==> config.mk <==
export PLATFORM = sky130hd
export DESIGN_NAME = dual_wheel_speed_p_controller_top
export DESIGN_NICKNAME = d
export VERILOG_FILES = /design/src/dwsc_pkg.sv /design/src/dwsc_fifo.sv /design/src/dwsc_front.sv /design/src/dwsc_back.sv /design/src/dual_wheel_speed_p_controller_top.sv
export SDC_FILE = /design/constraint.sdc
export NUM_CORES = 2
export LEC_CHECK = 0
export BUFFER_PORTS_ARGS = -buffer_cell sky130_fd_sc_hd__buf_4
export CAP_MARGIN = 5
export CORE_ASPECT_RATIO = 0.7
export CORE_MARGIN = 5
export CORE_UTILIZATION = 60
export CTS_BUF_LIST = sky130_fd_sc_hd__clkbuf_16
export CTS_CLUSTER_SIZE = 28
export DETAILED_ROUTE_END_ITERATION = 10
export GPL_TIMING_DRIVEN = 0
export PLACE_DENSITY_LB_ADDON = 0.2
export REMOVE_ABC_BUFFERS = 1
export SLEW_MARGIN = 20
export SYNTH_ARGS = -nofsm -noshare
export SYNTH_HDL_FRONTEND = slang
export SYNTH_SLANG_ARGS = --single-unit
==> constraint.sdc <==
create_clock -name clk -period 9.6 [get_ports clk]
set_input_delay 0.96 -clock clk [delete_from_list [all_inputs] [get_ports clk]]
set_output_delay 0.96 -clock clk [all_outputs]
set_load 0.01 [all_outputs]
==> src/dwsc_pkg.sv <==
`default_nettype none

package dwsc_pkg;

  localparam int LEVEL_W    = 7;
  localparam int CFG_DATA_W = 16;
  localparam int CFG_IDX_W  = 3;
  localparam int STEP_W     = 8;

  typedef enum logic [CFG_IDX_W-1:0] {
    REG_CONTROL_INTERVAL = 3'd0,
    REG_GAIN_KP          = 3'd1,
    REG_MAX_LEVEL        = 3'd2,
    REG_MIN_LEVEL        = 3'd3,
    REG_MIN_EFFECTIVE    = 3'd4
  } reg_index_t;

  localparam logic [15:0]        RESET_CONTROL_INTERVAL = 16'd20;
  localparam logic [15:0]        RESET_GAIN_KP          = 16'd256;
  localparam logic [LEVEL_W-1:0] RESET_MAX_LEVEL        = 7'd100;
  localparam logic [LEVEL_W-1:0] RESET_MIN_LEVEL        = 7'd0;
  localparam logic [LEVEL_W-1:0] RESET_MIN_EFFECTIVE    = 7'd0;

  typedef struct packed {
    logic [15:0]        control_interval_ms;
    logic [15:0]        gain_kp;
    logic [LEVEL_W-1:0] max_level;
    logic [LEVEL_W-1:0] min_level;
    logic [LEVEL_W-1:0] min_effective_drive;
  } cfg_t;

  // Per-wheel command as classified by the front end. The step is the
  // proportional increment saturated to a range that still decides every clamp.
  typedef struct packed {
    logic                     zero;
    logic                     forward;
    logic signed [STEP_W-1:0] step;
  } wheel_cmd_t;

  typedef struct packed {
    logic        stop;
    logic [31:0] now_ms;
    wheel_cmd_t  left;
    wheel_cmd_t  right;
  } cmd_t;

  typedef struct packed {
    logic [LEVEL_W-1:0] level;
    logic               forward;
    logic [LEVEL_W-1:0] drive;
  } wheel_state_t;

  typedef struct packed {
    logic               updated;
    logic               left_forward;
    logic [LEVEL_W-1:0] left_drive;
    logic               right_forward;
    logic [LEVEL_W-1:0] right_drive;
    logic [LEVEL_W-1:0] left_level;
    logic [LEVEL_W-1:0] right_level;
  } word_t;

endpackage

`default_nettype wire

==> src/dwsc_fifo.sv <==
`default_nettype none

module dwsc_fifo #(
  parameter int WIDTH = 8
) (
  input  logic             clk,
  input  logic             rst,
  input  logic             push,
  output logic             full,
  input  logic [WIDTH-1:0] wdata,
  input  logic             pop,
  output logic             empty,
  output logic [WIDTH-1:0] rdata
);

  logic [WIDTH-1:0] entry [2];
  logic             wr_ptr;
  logic             rd_ptr;
  logic [1:0]       count;
  logic             do_push;
  logic             do_pop;

  assign full    = (count == 2'd2);
  assign empty   = (count == 2'd0);
  assign do_push = push && !full;
  assign do_pop  = pop && !empty;
  assign rdata   = entry[rd_ptr];

  always_ff @(posedge clk) begin
    if (do_push) begin
      entry[wr_ptr] <= wdata;
    end
  end

  always_ff @(posedge clk) begin
    if (rst) begin
      wr_ptr <= 1'b0;
      rd_ptr <= 1'b0;
      count  <= 2'd0;
    end else begin
      if (do_push) begin
        wr_ptr <= !wr_ptr;
      end
      if (do_pop) begin
        rd_ptr <= !rd_ptr;
      end
      case ({do_push, do_pop})
        2'b10:   count <= count + 2'd1;
        2'b01:   count <= count - 2'd1;
        default: count <= count;
      endcase
    end
  end

endmodule

`default_nettype wire

==> src/dwsc_front.sv <==
`default_nettype none

module dwsc_front #(
  parameter int SPEED_WIDTH = 16
) (
  input  logic                          clk,
  input  logic                          rst,
  input  dwsc_pkg::cfg_t                cfg,
  input  logic                          push,
  output logic                          full,
  input  logic                          op,
  input  logic [31:0]                   now_ms,
  input  logic signed [SPEED_WIDTH-1:0] target_left,
  input  logic signed [SPEED_WIDTH-1:0] target_right,
  input  logic signed [SPEED_WIDTH-1:0] measured_left,
  input  logic signed [SPEED_WIDTH-1:0] measured_right,
  output logic                          cmd_push,
  input  logic                          cmd_full,
  output dwsc_pkg::cmd_t                cmd
);

  import dwsc_pkg::*;

  localparam int PROD_W = SPEED_WIDTH + 16;
  localparam int QUO_W  = PROD_W - 12;

  localparam logic [STEP_W-1:0] STEP_POS_SAT = 8'sd127;
  localparam logic [STEP_W-1:0] STEP_NEG_SAT = 8'h80;

  logic                   accept;
  logic [SPEED_WIDTH-1:0] tgt   [2];
  logic [SPEED_WIDTH-1:0] meas  [2];
  logic [SPEED_WIDTH-1:0] t_abs [2];
  logic [SPEED_WIDTH-1:0] m_abs [2];
  logic [SPEED_WIDTH:0]   diff  [2];

  logic                   s1_valid;
  logic                   s1_valid_next;
  logic                   s1_stop;
  logic [31:0]            s1_now;
  logic                   s1_zero [2];
  logic                   s1_fwd  [2];
  logic                   s1_neg  [2];
  logic [SPEED_WIDTH-1:0] s1_mag  [2];

  logic [PROD_W-1:0]      prod [2];
  logic [QUO_W-1:0]       quo  [2];
  logic [STEP_W-1:0]      step [2];

  assign tgt[0]  = target_left;
  assign tgt[1]  = target_right;
  assign meas[0] = measured_left;
  assign meas[1] = measured_right;

  assign full     = s1_valid && cmd_full;
  assign accept   = push && !full;
  assign cmd_push = s1_valid && !cmd_full;

  // Speed difference |target| - |measured|, held as sign and magnitude.
  always_comb begin
    for (int w = 0; w < 2; w++) begin
      t_abs[w] = tgt[w][SPEED_WIDTH-1] ? (~tgt[w] + SPEED_WIDTH'(1)) : tgt[w];
      m_abs[w] = meas[w][SPEED_WIDTH-1] ? (~meas[w] + SPEED_WIDTH'(1)) : meas[w];
      diff[w]  = {1'b0, t_abs[w]} - {1'b0, m_abs[w]};
    end
  end

  assign s1_valid_next = accept || (s1_valid && cmd_full);

  always_ff @(posedge clk) begin
    if (rst) begin
      s1_valid <= 1'b0;
    end else begin
      s1_valid <= s1_valid_next;
    end
  end

  always_ff @(posedge clk) begin
    if (accept) begin
      s1_stop <= op;
      s1_now  <= now_ms;
      for (int w = 0; w < 2; w++) begin
        s1_zero[w] <= (tgt[w] == '0);
        s1_fwd[w]  <= !tgt[w][SPEED_WIDTH-1];
        s1_neg[w]  <= diff[w][SPEED_WIDTH];
        s1_mag[w]  <= diff[w][SPEED_WIDTH] ? (~diff[w][SPEED_WIDTH-1:0] + SPEED_WIDTH'(1))
                                           : diff[w][SPEED_WIDTH-1:0];
      end
    end
  end

  // Gain times error magnitude, truncated by 4096. Any step of 128 or more
  // already drives the level to a clamp bound, so it saturates there.
  always_comb begin
    for (int w = 0; w < 2; w++) begin
      prod[w] = PROD_W'(cfg.gain_kp) * PROD_W'(s1_mag[w]);
      quo[w]  = prod[w][PROD_W-1:12];
      if (s1_neg[w]) begin
        step[w] = (|quo[w][QUO_W-1:7]) ? STEP_NEG_SAT : (~{1'b0, quo[w][6:0]} + 8'd1);
      end else begin
        step[w] = (|quo[w][QUO_W-1:7]) ? STEP_POS_SAT : {1'b0, quo[w][6:0]};
      end
    end
  end

  always_comb begin
    cmd.stop          = s1_stop;
    cmd.now_ms        = s1_now;
    cmd.left.zero     = s1_zero[0];
    cmd.left.forward  = s1_fwd[0];
    cmd.left.step     = step[0];
    cmd.right.zero    = s1_zero[1];
    cmd.right.forward = s1_fwd[1];
    cmd.right.step    = step[1];
  end

endmodule

`default_nettype wire

==> src/dwsc_back.sv <==
`default_nettype none

module dwsc_back (
  input  logic            clk,
  input  logic            rst,
  input  dwsc_pkg::cfg_t  cfg,
  input  logic            cmd_empty,
  output logic            cmd_pop,
  input  dwsc_pkg::cmd_t  cmd,
  input  logic            word_full,
  output logic            word_push,
  output dwsc_pkg::word_t word
);

  import dwsc_pkg::*;

  function automatic wheel_state_t wheel_next(wheel_state_t cur, wheel_cmd_t c, cfg_t k);
    logic signed [LEVEL_W+1:0] sum;
    logic signed [LEVEL_W+1:0] max_s;
    logic signed [LEVEL_W+1:0] min_s;
    logic [LEVEL_W-1:0]        lvl;
    logic [LEVEL_W-1:0]        drv;
    wheel_state_t              res;
    sum   = $signed({2'b00, cur.level}) + $signed({c.step[STEP_W-1], c.step});
    max_s = $signed({2'b00, k.max_level});
    min_s = $signed({2'b00, k.min_level});
    if (sum <= 9'sd0) begin
      lvl = '0;
    end else if (sum >= max_s) begin
      lvl = k.max_level;
    end else if (sum < min_s) begin
      lvl = k.min_level;
    end else begin
      lvl = sum[LEVEL_W-1:0];
    end
    // Levels below the effective minimum snap to the nearer of 0 and that
    // minimum; a tie goes to 0.
    if (lvl == '0) begin
      drv = '0;
    end else if (lvl >= k.max_level) begin
      drv = k.max_level;
    end else if (lvl < k.min_effective_drive) begin
      drv = ({lvl, 1'b0} <= {1'b0, k.min_effective_drive}) ? '0 : k.min_effective_drive;
    end else begin
      drv = lvl;
    end
    if (c.zero) begin
      res.level   = '0;
      res.forward = 1'b1;
      res.drive   = '0;
    end else begin
      res.level   = lvl;
      res.forward = c.forward;
      res.drive   = drv;
    end
    return res;
  endfunction

  logic [31:0]  last_update_time;
  logic [31:0]  last_update_time_next;
  wheel_state_t left_state;
  wheel_state_t left_state_next;
  wheel_state_t right_state;
  wheel_state_t right_state_next;
  logic [31:0]  elapsed;
  logic         do_update;
  logic         go;

  assign go        = !cmd_empty && !word_full;
  assign cmd_pop   = go;
  assign word_push = go;

  assign elapsed   = cmd.now_ms - last_update_time;
  assign do_update = !cmd.stop && (elapsed >= {16'd0, cfg.control_interval_ms});

  always_comb begin
    last_update_time_next = last_update_time;
    left_state_next       = left_state;
    right_state_next      = right_state;
    if (cmd.stop) begin
      left_state_next  = '{level: '0, forward: 1'b1, drive: '0};
      right_state_next = '{level: '0, forward: 1'b1, drive: '0};
    end else if (do_update) begin
      last_update_time_next = cmd.now_ms;
      left_state_next       = wheel_next(left_state, cmd.left, cfg);
      right_state_next      = wheel_next(right_state, cmd.right, cfg);
    end
  end

  always_comb begin
    word.updated       = do_update;
    word.left_forward  = left_state_next.forward;
    word.left_drive    = left_state_next.drive;
    word.right_forward = right_state_next.forward;
    word.right_drive   = right_state_next.drive;
    word.left_level    = left_state_next.level;
    word.right_level   = right_state_next.level;
  end

  always_ff @(posedge clk) begin
    if (rst) begin
      last_update_time <= '0;
      left_state       <= '{level: '0, forward: 1'b1, drive: '0};
      right_state      <= '{level: '0, forward: 1'b1, drive: '0};
    end else if (go) begin
      last_update_time <= last_update_time_next;
      left_state       <= left_state_next;
      right_state      <= right_state_next;
    end
  end

endmodule

`default_nettype wire

==> src/dual_wheel_speed_p_controller_top.sv <==
// A pushed word passes the front-end stage register, the command queue and the result queue to
// reach the result ports. Throughput: one word per cycle while results are popped, as
// every stage and queue moves a word per cycle; a full queue holds the stage ahead of it.
// Reset (rst, synchronous, active high) empties all queues, clears both levels, the last update
// time and the drives, sets both directions forward and loads the register defaults.
`default_nettype none

module dual_wheel_speed_p_controller_top #(
  parameter int SPEED_WIDTH = 16
) (
  input  logic                                  clk,
  input  logic                                  rst,
  // Input queue side.
  input  logic                                  push,
  output logic                                  full,
  input  logic                                  op,
  input  logic [31:0]                           now_ms,
  input  logic signed [SPEED_WIDTH-1:0]         target_left,
  input  logic signed [SPEED_WIDTH-1:0]         target_right,
  input  logic signed [SPEED_WIDTH-1:0]         measured_left,
  input  logic signed [SPEED_WIDTH-1:0]         measured_right,
  // Result queue side.
  output logic                                  empty,
  input  logic                                  pop,
  output logic                                  updated,
  output logic                                  left_forward,
  output logic [dwsc_pkg::LEVEL_W-1:0]          left_drive,
  output logic                                  right_forward,
  output logic [dwsc_pkg::LEVEL_W-1:0]          right_drive,
  output logic [dwsc_pkg::LEVEL_W-1:0]          left_level,
  output logic [dwsc_pkg::LEVEL_W-1:0]          right_level,
  // Configuration write port.
  input  logic                                  cfg_write,
  input  logic [dwsc_pkg::CFG_IDX_W-1:0]        cfg_index,
  input  logic [dwsc_pkg::CFG_DATA_W-1:0]       cfg_data
);

  import dwsc_pkg::*;

  // The design splits into a front end and a back end. The front end
  // registers each word, forms |target| - |measured| for both wheels and
  // turns it into a saturated proportional step with one multiplier per
  // wheel. Classified commands wait in a two-entry queue. The back end
  // owns all controller state: it checks the update interval, applies the
  // steps, clamps the levels, snaps the drives and pushes one result word
  // per command into a two-entry output queue, so a single waiting result does
  // not block new input.

  cfg_t  cfg;
  cmd_t  front_cmd;
  cmd_t  back_cmd;
  word_t back_word;
  word_t out_word;
  logic  cmd_push;
  logic  cmd_full;
  logic  cmd_pop;
  logic  cmd_empty;
  logic  word_push;
  logic  word_full;

  // Register writes take effect at the edge; unused indexes are ignored.
  always_ff @(posedge clk) begin
    if (rst) begin
      cfg.control_interval_ms <= RESET_CONTROL_INTERVAL;
      cfg.gain_kp             <= RESET_GAIN_KP;
      cfg.max_level           <= RESET_MAX_LEVEL;
      cfg.min_level           <= RESET_MIN_LEVEL;
      cfg.min_effective_drive <= RESET_MIN_EFFECTIVE;
    end else if (cfg_write) begin
      case (cfg_index)
        REG_CONTROL_INTERVAL: cfg.control_interval_ms <= cfg_data;
        REG_GAIN_KP:          cfg.gain_kp             <= cfg_data;
        REG_MAX_LEVEL:        cfg.max_level           <= cfg_data[LEVEL_W-1:0];
        REG_MIN_LEVEL:        cfg.min_level           <= cfg_data[LEVEL_W-1:0];
        REG_MIN_EFFECTIVE:    cfg.min_effective_drive <= cfg_data[LEVEL_W-1:0];
        default:              cfg                     <= cfg;
      endcase
    end
  end

  dwsc_front #(
    .SPEED_WIDTH (SPEED_WIDTH)
  ) u_front (
    .clk            (clk),
    .rst            (rst),
    .cfg            (cfg),
    .push           (push),
    .full           (full),
    .op             (op),
    .now_ms         (now_ms),
    .target_left    (target_left),
    .target_right   (target_right),
    .measured_left  (measured_left),
    .measured_right (measured_right),
    .cmd_push       (cmd_push),
    .cmd_full       (cmd_full),
    .cmd            (front_cmd)
  );

  dwsc_fifo #(
    .WIDTH ($bits(cmd_t))
  ) u_cmd_queue (
    .clk   (clk),
    .rst   (rst),
    .push  (cmd_push),
    .full  (cmd_full),
    .wdata (front_cmd),
    .pop   (cmd_pop),
    .empty (cmd_empty),
    .rdata (back_cmd)
  );

  dwsc_back u_back (
    .clk       (clk),
    .rst       (rst),
    .cfg       (cfg),
    .cmd_empty (cmd_empty),
    .cmd_pop   (cmd_pop),
    .cmd       (back_cmd),
    .word_full (word_full),
    .word_push (word_push),
    .word      (back_word)
  );

  dwsc_fifo #(
    .WIDTH ($bits(word_t))
  ) u_word_queue (
    .clk   (clk),
    .rst   (rst),
    .push  (word_push),
    .full  (word_full),
    .wdata (back_word),
    .pop   (pop),
    .empty (empty),
    .rdata (out_word)
  );

  assign updated       = out_word.updated;
  assign left_forward  = out_word.left_forward;
  assign left_drive    = out_word.left_drive;
  assign right_forward = out_word.right_forward;
  assign right_drive   = out_word.right_drive;
  assign left_level    = out_word.left_level;
  assign right_level   = out_word.right_level;

endmodule

`default_nettype wire

# Word level (Yosys, flattened, before mapping)
# Memory sizes are Yosys's and may differ from the RTL's. A register that Yosys moved wholly into a read port is not among the register bits.
# Cells that the tools add are included.
totals:
  out_inout_bits: 33
  memories: 6
  mem_bits_rw: 206
  word_cells: 165
  reg_bits: 157
memory_table:
  columns: ["memory", "depth", "word_bits", "rd", "rd_clocked_by_memory_dff", "write_ports", "line", "text"]
  rows:
  - ["u_cmd_queue.entry", 2, 53, 1, 1, 1, "dwsc_fifo.sv:16", "logic [WIDTH-1:0] entry [2];"]
  - ["u_word_queue.entry", 2, 31, 1, 1, 1, "dwsc_fifo.sv:16", null]
  - ["u_front.s1_mag", 2, 16, 2, 0, 2, "dwsc_front.sv:44", "logic [SPEED_WIDTH-1:0] s1_mag [2];"]
  - ["u_front.s1_fwd", 2, 1, 2, 0, 2, "dwsc_front.sv:42", "logic s1_fwd [2];"]
  - ["u_front.s1_neg", 2, 1, 2, 0, 2, "dwsc_front.sv:43", "logic s1_neg [2];"]
  - ["u_front.s1_zero", 2, 1, 2, 0, 2, "dwsc_front.sv:41", "logic s1_zero [2];"]
classes:
  n_addsub: 17
  n_mux: 48
  mul: 2
  n_reduce_logical: 39
  n_lt_le_gt_ge: 13
  eq_ne: 10
  n_bitwise: 9
op_table:
  columns: ["op", "n"]
  rows:
  - ["7-bit 2-to-1 mux", 20]
  - ["16-bit by 1-bit adder with 16-bit output, second input constant", 6]
  - ["16-bit 2-to-1 mux", 6]
  - ["16-bit inverter", 6]
  - ["15-bit 2-to-1 mux", 6]
  - ["16-bit by 16-bit multiplier with 32-bit output", 2]
  - ["16-bit by 16-bit subtractor with 17-bit output", 2]
  - ["32-bit by 16-bit greater-or-equal comparator with 1-bit output", 1]
  - ["16-bit zero test", 2]
  - ["8-bit 2-to-1 mux", 4]
  - ["32-bit subtractor", 1]
  - ["13-bit OR reduction", 2]
  - ["8-bit by 8-bit adder with 9-bit output", 2]
  - ["9-bit by 8-bit greater-or-equal comparator with 1-bit output", 2]
  - ["9-bit by 1-bit less-or-equal comparator with 1-bit output, second input constant", 2]
  - ["9-bit by 8-bit less-than comparator with 1-bit output", 2]
  - ["8-bit by 1-bit adder with 8-bit output, second input constant", 2]
  - ["8-bit by 7-bit less-or-equal comparator with 1-bit output", 2]
  - ["7-bit inverter with 8-bit output", 2]
  - ["7-bit greater-or-equal comparator", 2]
  - ["7-bit zero test", 2]
  - ["7-bit less-than comparator", 2]
  - ["1-bit zero test", 12]
  - ["1-bit 2-to-1 mux", 10]
  - ["16 further kinds", 38]

# Depth between registers and ports, before layout
depth:
  ltp_word: 15
  depth_mapped: 32
  ltp_nobuf: 27

# By module
# From an unflattened synthesis, not the netlist that was laid out.
unflattened:
  hier_cells: 4203
  hier_area_um2: 40053.4
modules_own_cells:
  columns: ["mod", "cells_each", "area_per_inst_um2", "seq_area_each_um2", "instances"]
  rows:
  - ["dwsc_front", 2588, 22855.7, 2152.1, 1]
  - ["dwsc_back", 1099, 8531.9, 1241.2, 1]
  - ["dwsc_fifo at u_cmd_queue", 191, 4033.9, 3283.1, 1]
  - ["dwsc_fifo at u_word_queue", 122, 2449.8, 1961.9, 1]
  - ["dual_wheel_speed_p_controller_top", 203, 2182.1, 1061.0, 1]

# Least setup slack after synthesis
# OpenSTA, ideal clock, no wires.
synth_timing:
  path_type: "register to register"
  start: "register (tool-made name)"
  end: "memory u_word_queue.entry[0][16] in the netlist's numbering, data pin"
  arrival_time_ns: 7.212
  setup_ns: 0.160
  slack_ns: 2.228
  stages_incl_launch_ff: 29
  t_required_ns: 9.440
  synth_period_minus_slack_ns: 7.372
  cell_sequence: "dfxtp_1 buf_4 buf_1 buf_1 clkbuf_1 mux2_2 ha_1 fa_1 a211oi_1 o21bai_1 a21oi_1 xor2_1 inv_1 ha_1 o2111a_1 nor4_2 nor2_1 a2111oi_1 ha_1 a21o_1 a21oi_1 nor2b_1 o21ai_0 nand2b_1 a41oi_1 a21oi_1 a211oi_2 a221oi_1 o2bb2ai_1"
synth_rtl:
  columns: ["element", "line"]
  rows:
  - ["end: declaration", "dwsc_fifo.sv:16"]

==> metrics.md <==
| Metric | Value |
|---|---|
| Largest family of logic cells by synthesized area | `adder cells` |
| Fmax | `120 MHz` |
| Pin count of the biggest net entering global routing | `102` |
| Synth unique cells | `92` |
| Antenna-violating nets left | `0` |
| Register area share after synthesis | `25.2%` |
| CP startpoint kind | `flop` |
| Die width | `313 um` |
| PortBufs | `153` |
| Endpoints failing hold | `0` |
| Routed wire length | `91.8 mm` |
| I/O pins | `154` |
| Share of the synthesized area in the top cell type | `20.4%` |
| TritonCTS Buffers | `36` |
| RePlAce Congestion | `0.949` |
| CTS Root Cell | `clkbuf_16` |
| Maximum net fanout on the critical path | `16` |
| Compound-Gate Fraction of Synth Area | `11.5%` |
| Largest cells by area after synthesis | `fa_1 20%, edfxtp_1 19%, ha_1 12%` |
| First-pass GRT wire length | `154 mm` |
| CP delay by family, top | `adder cells` |
| DP Wirelength | `71.3 mm` |
| Crit path required time | `9870 ps` |
| Crit-path slowest cell | `edfxtp_1` |
| R2R Path End | `u_cmd_queue.entry[0][12]` |
| CP arrival | `8640 ps` |
| Area delta synth->final | `8.84%` |
| Hold WC Path Type | `reg -> reg` |
| CTS tree | `built` |
| Max Cap Viol | `0` |
| RSZ-0062 raised after global routing | `no` |
| H-tree depth | `2` |
| Wire length per cell | `18.4 um` |
| Final WS setup | `1230 ps` |
| Most frequent cells after synthesis | `575 x inv_1, 437 x nand2_1, 391 x fa_1` |
| FF+latch count, synth | `365` |
| Die area | `69300 um2` |
| Pre-CTS WS | `1270 ps` |
| Clk slew on worst S/H paths | `70 ps` |
| Post-CTS setup repair buffer count | `0` |
| Synth Area in Adders | `32.4%` |
| Pleak | `18.1 nW` |
| VDD IR max | `0.000142 V` |
| CP bufs+invs | `2` |
| Final instance area | `41800 um2` |
| Power Total | `0.00858 W` |
| Placed Area | `40600 um2` |
| DR DRC count | `0` |
| Post-synthesis mux area share | `3.42%` |
| Total of warnings raised by yosys | `0` |
| Syn avg cell area | `9.44 um2` |
| Core Area | `63300 um2` |
| Vias/cell | `5.86` |
| Number of synthesized flops with an enable pin | `239` |
| Maximum clock path buffer count | `3` |
| Slew at the pin closest to its max-slew limit | `1070 ps` |
| Most frequent cell after synthesis | `inv_1` |
| Worst r2r src | `u_front.s1_mag[0][6]` |
| Largest area contributor in the netlist | `fa_1` |
| Top_reg_cell synth | `edfxtp_1` |
| Hold Path End | `u_cmd_queue.entry[0][30]` |
| Hold depth | `0` |
| Async SR Flop Fraction | `0%` |
| Vias after detailed routing | `29200` |
| Fin Clk Skew | `32.5 ps` |
| Final setup TNS | `0 ps` |
| Setup crit end kind | `flop` |
| Hold_sp | `u_front.s1_now[10]` |
| Layout cell share with drive strength beyond 1 | `9.53%` |
| Initial drt markers | `2208` |
| Post-Synth Simple-Gate Area | `16.5%` |
| Fin crit period | `8370 ps` |
| Overall Global Routing Usage | `26.9%` |
| Gr ovfl total | `0` |
| Slew headroom | `28.3%` |
| Sink Count | `365` |
| Row count | `77` |
| Reg2reg setup slack | `1230 ps` |
| Slew Limit Fails | `0` |
| Resized cells post-CTS | `0` |
| Die Ht | `222 um` |
| Outcome | `finished, final reports clean` |
| Drt pass-1 iters | `7` |
| Cells after Synth | `4071` |
| Final period utilization | `87.1%` |
| Post-CTS Hold Fix Bufs | `0` |
| PD cells | `205 nW/um2` |
| Initial core utilization | `60.7%` |
| Setup CP Type | `reg -> reg` |
| CP most frequent cell | `fa_1` |
| Nets@finish | `5008` |
| XOR/XNOR share of the synthesized area | `3.76%` |
| Skew-Pair Late Insertion Delay | `570 ps` |
| CP max stage delay | `700 ps` |
| Cells on worst reg2reg path | `20` |
| Syn Std Cell Area | `38400 um2` |
| CP Cell Sequence | `and2_1 -> fa_1 -> inv_1 -> fa_1 -> fa_1 -> fa_1 -> inv_1 -> fa_1 -> fa_1 -> ha_1 -> a21oi_1 -> o21ai_0 -> a221o_1 -> o31a_1 -> a2bb2oi_2 -> mux2i_1 -> or4_1 -> nor4b_2 -> nand2_1 -> o22ai_1` |
| Setup Viol. Count Final | `0` |
| Vias in the first global route | `29300` |
| Fin Hold WS | `444 ps` |
| Antenna violations before repair | `7` |
==> per-layer routing <==
layer	up-vias	wire length (um)	global-route usage [%]
met1	14200	43300	41.1
met4	12	1100	3.79
met3	96	8770	7.05
met2	1034	38500	39.6
met5	-	68	0
li1	13800	-	-
==> kinds of logic after synthesis <==
family	count (synthesis)
and+or+nand+nor	1268
adders and majority gates	760
buffers and inverters	734
AOI/OAI and AO/OA	658
DFF	365
xor gates and xnor gates	165
muxes	121
==> worst max path at each step <==
stage	startpoint	endpoint	cells after the start
2_1_floorplan	flop	u_word_queue.entry[0][15]	22
3_3_place_gp	flop	u_word_queue.entry[0][20]	22
3_5_place_dp	u_front.s1_mag[0][17]	u_cmd_queue.entry[0][2]	20
4_1_cts	u_front.s1_mag[0][17]	u_cmd_queue.entry[0][2]	20
5_1_grt	u_front.s1_mag[0][17]	u_cmd_queue.entry[1][2]	20
6_report	u_front.s1_mag[0][6]	u_cmd_queue.entry[0][12]	20
==> final cells by class <==
type	instances	area [um2]
antenna	1	2.50
clock buffer	37	926
clock inverter	29	297
fill	5083	21400
inverter	576	2160
multi-input combinational	2972	26000
sequential	365	9720
tap	829	1040
timing repair buffer	176	1660
==> metrics by stage <==
| stage | utilization, % | instances |
|---|---|---|
| after floorplan | - | 3913 |
| after global placement | 63.2 | 4895 |
| after detailed placement | 64.2 | 4918 |
| after CTS | 66.1 | 4984 |
| after global routing | 66.1 | 4984 |
| final | 66.1 | 4985 |
==> flip-flops by register name, summed over array words and instances (netlist names), 2 cells and up, named ones only <==
name / cells
cfg: 53
u_back.last_update_time: 32
u_back.left_state: 15
u_back.right_state: 15
u_cmd_queue.count: 2
u_cmd_queue.entry: 106
u_front.s1_fwd: 2
u_front.s1_mag: 32
u_front.s1_neg: 2
u_front.s1_now: 32
u_front.s1_zero: 2
u_word_queue.count: 2
u_word_queue.entry: 62
==> report_power, final <==
| group | internal (W) | total, W | switching (W) |
|---|---|---|---|
| Combinational | 0.00196 | 0.00465 | 0.00270 |
| Sequential | 0.00202 | 0.00245 | 0.000438 |
| Clock | 0.000826 | 0.00147 | 0.000645 |
==> worst register-to-register path, stage by stage (launching register included) <==
cell,delay (ps)
edfxtp_1,700
and2_1,340
fa_1,540
inv_1,60
fa_1,570
fa_1,450
fa_1,490
inv_1,50
fa_1,510
fa_1,490
ha_1,330
a21oi_1,120
o21ai_0,130
a221o_1,520
o31a_1,400
a2bb2oi_2,290
mux2i_1,100
or4_1,540
nor4b_2,560
nand2_1,380
o22ai_1,540
==> cell usage in the layout, fill, tap and decap left out, types with 61 or more instances in the layout <==
cell type and instances:
nand2_1 437, ha_1 369, mux2_2 83, nor3_1 110, nor2_1 156, o21ai_0 124
xnor2_1 109, fa_1 391, dfxtp_1 108, buf_4 152, nand3_1 61, inv_1 580
a21oi_1 193, edfxtp_1 239, and2_1 291
(Power assumes the default switching activity.)
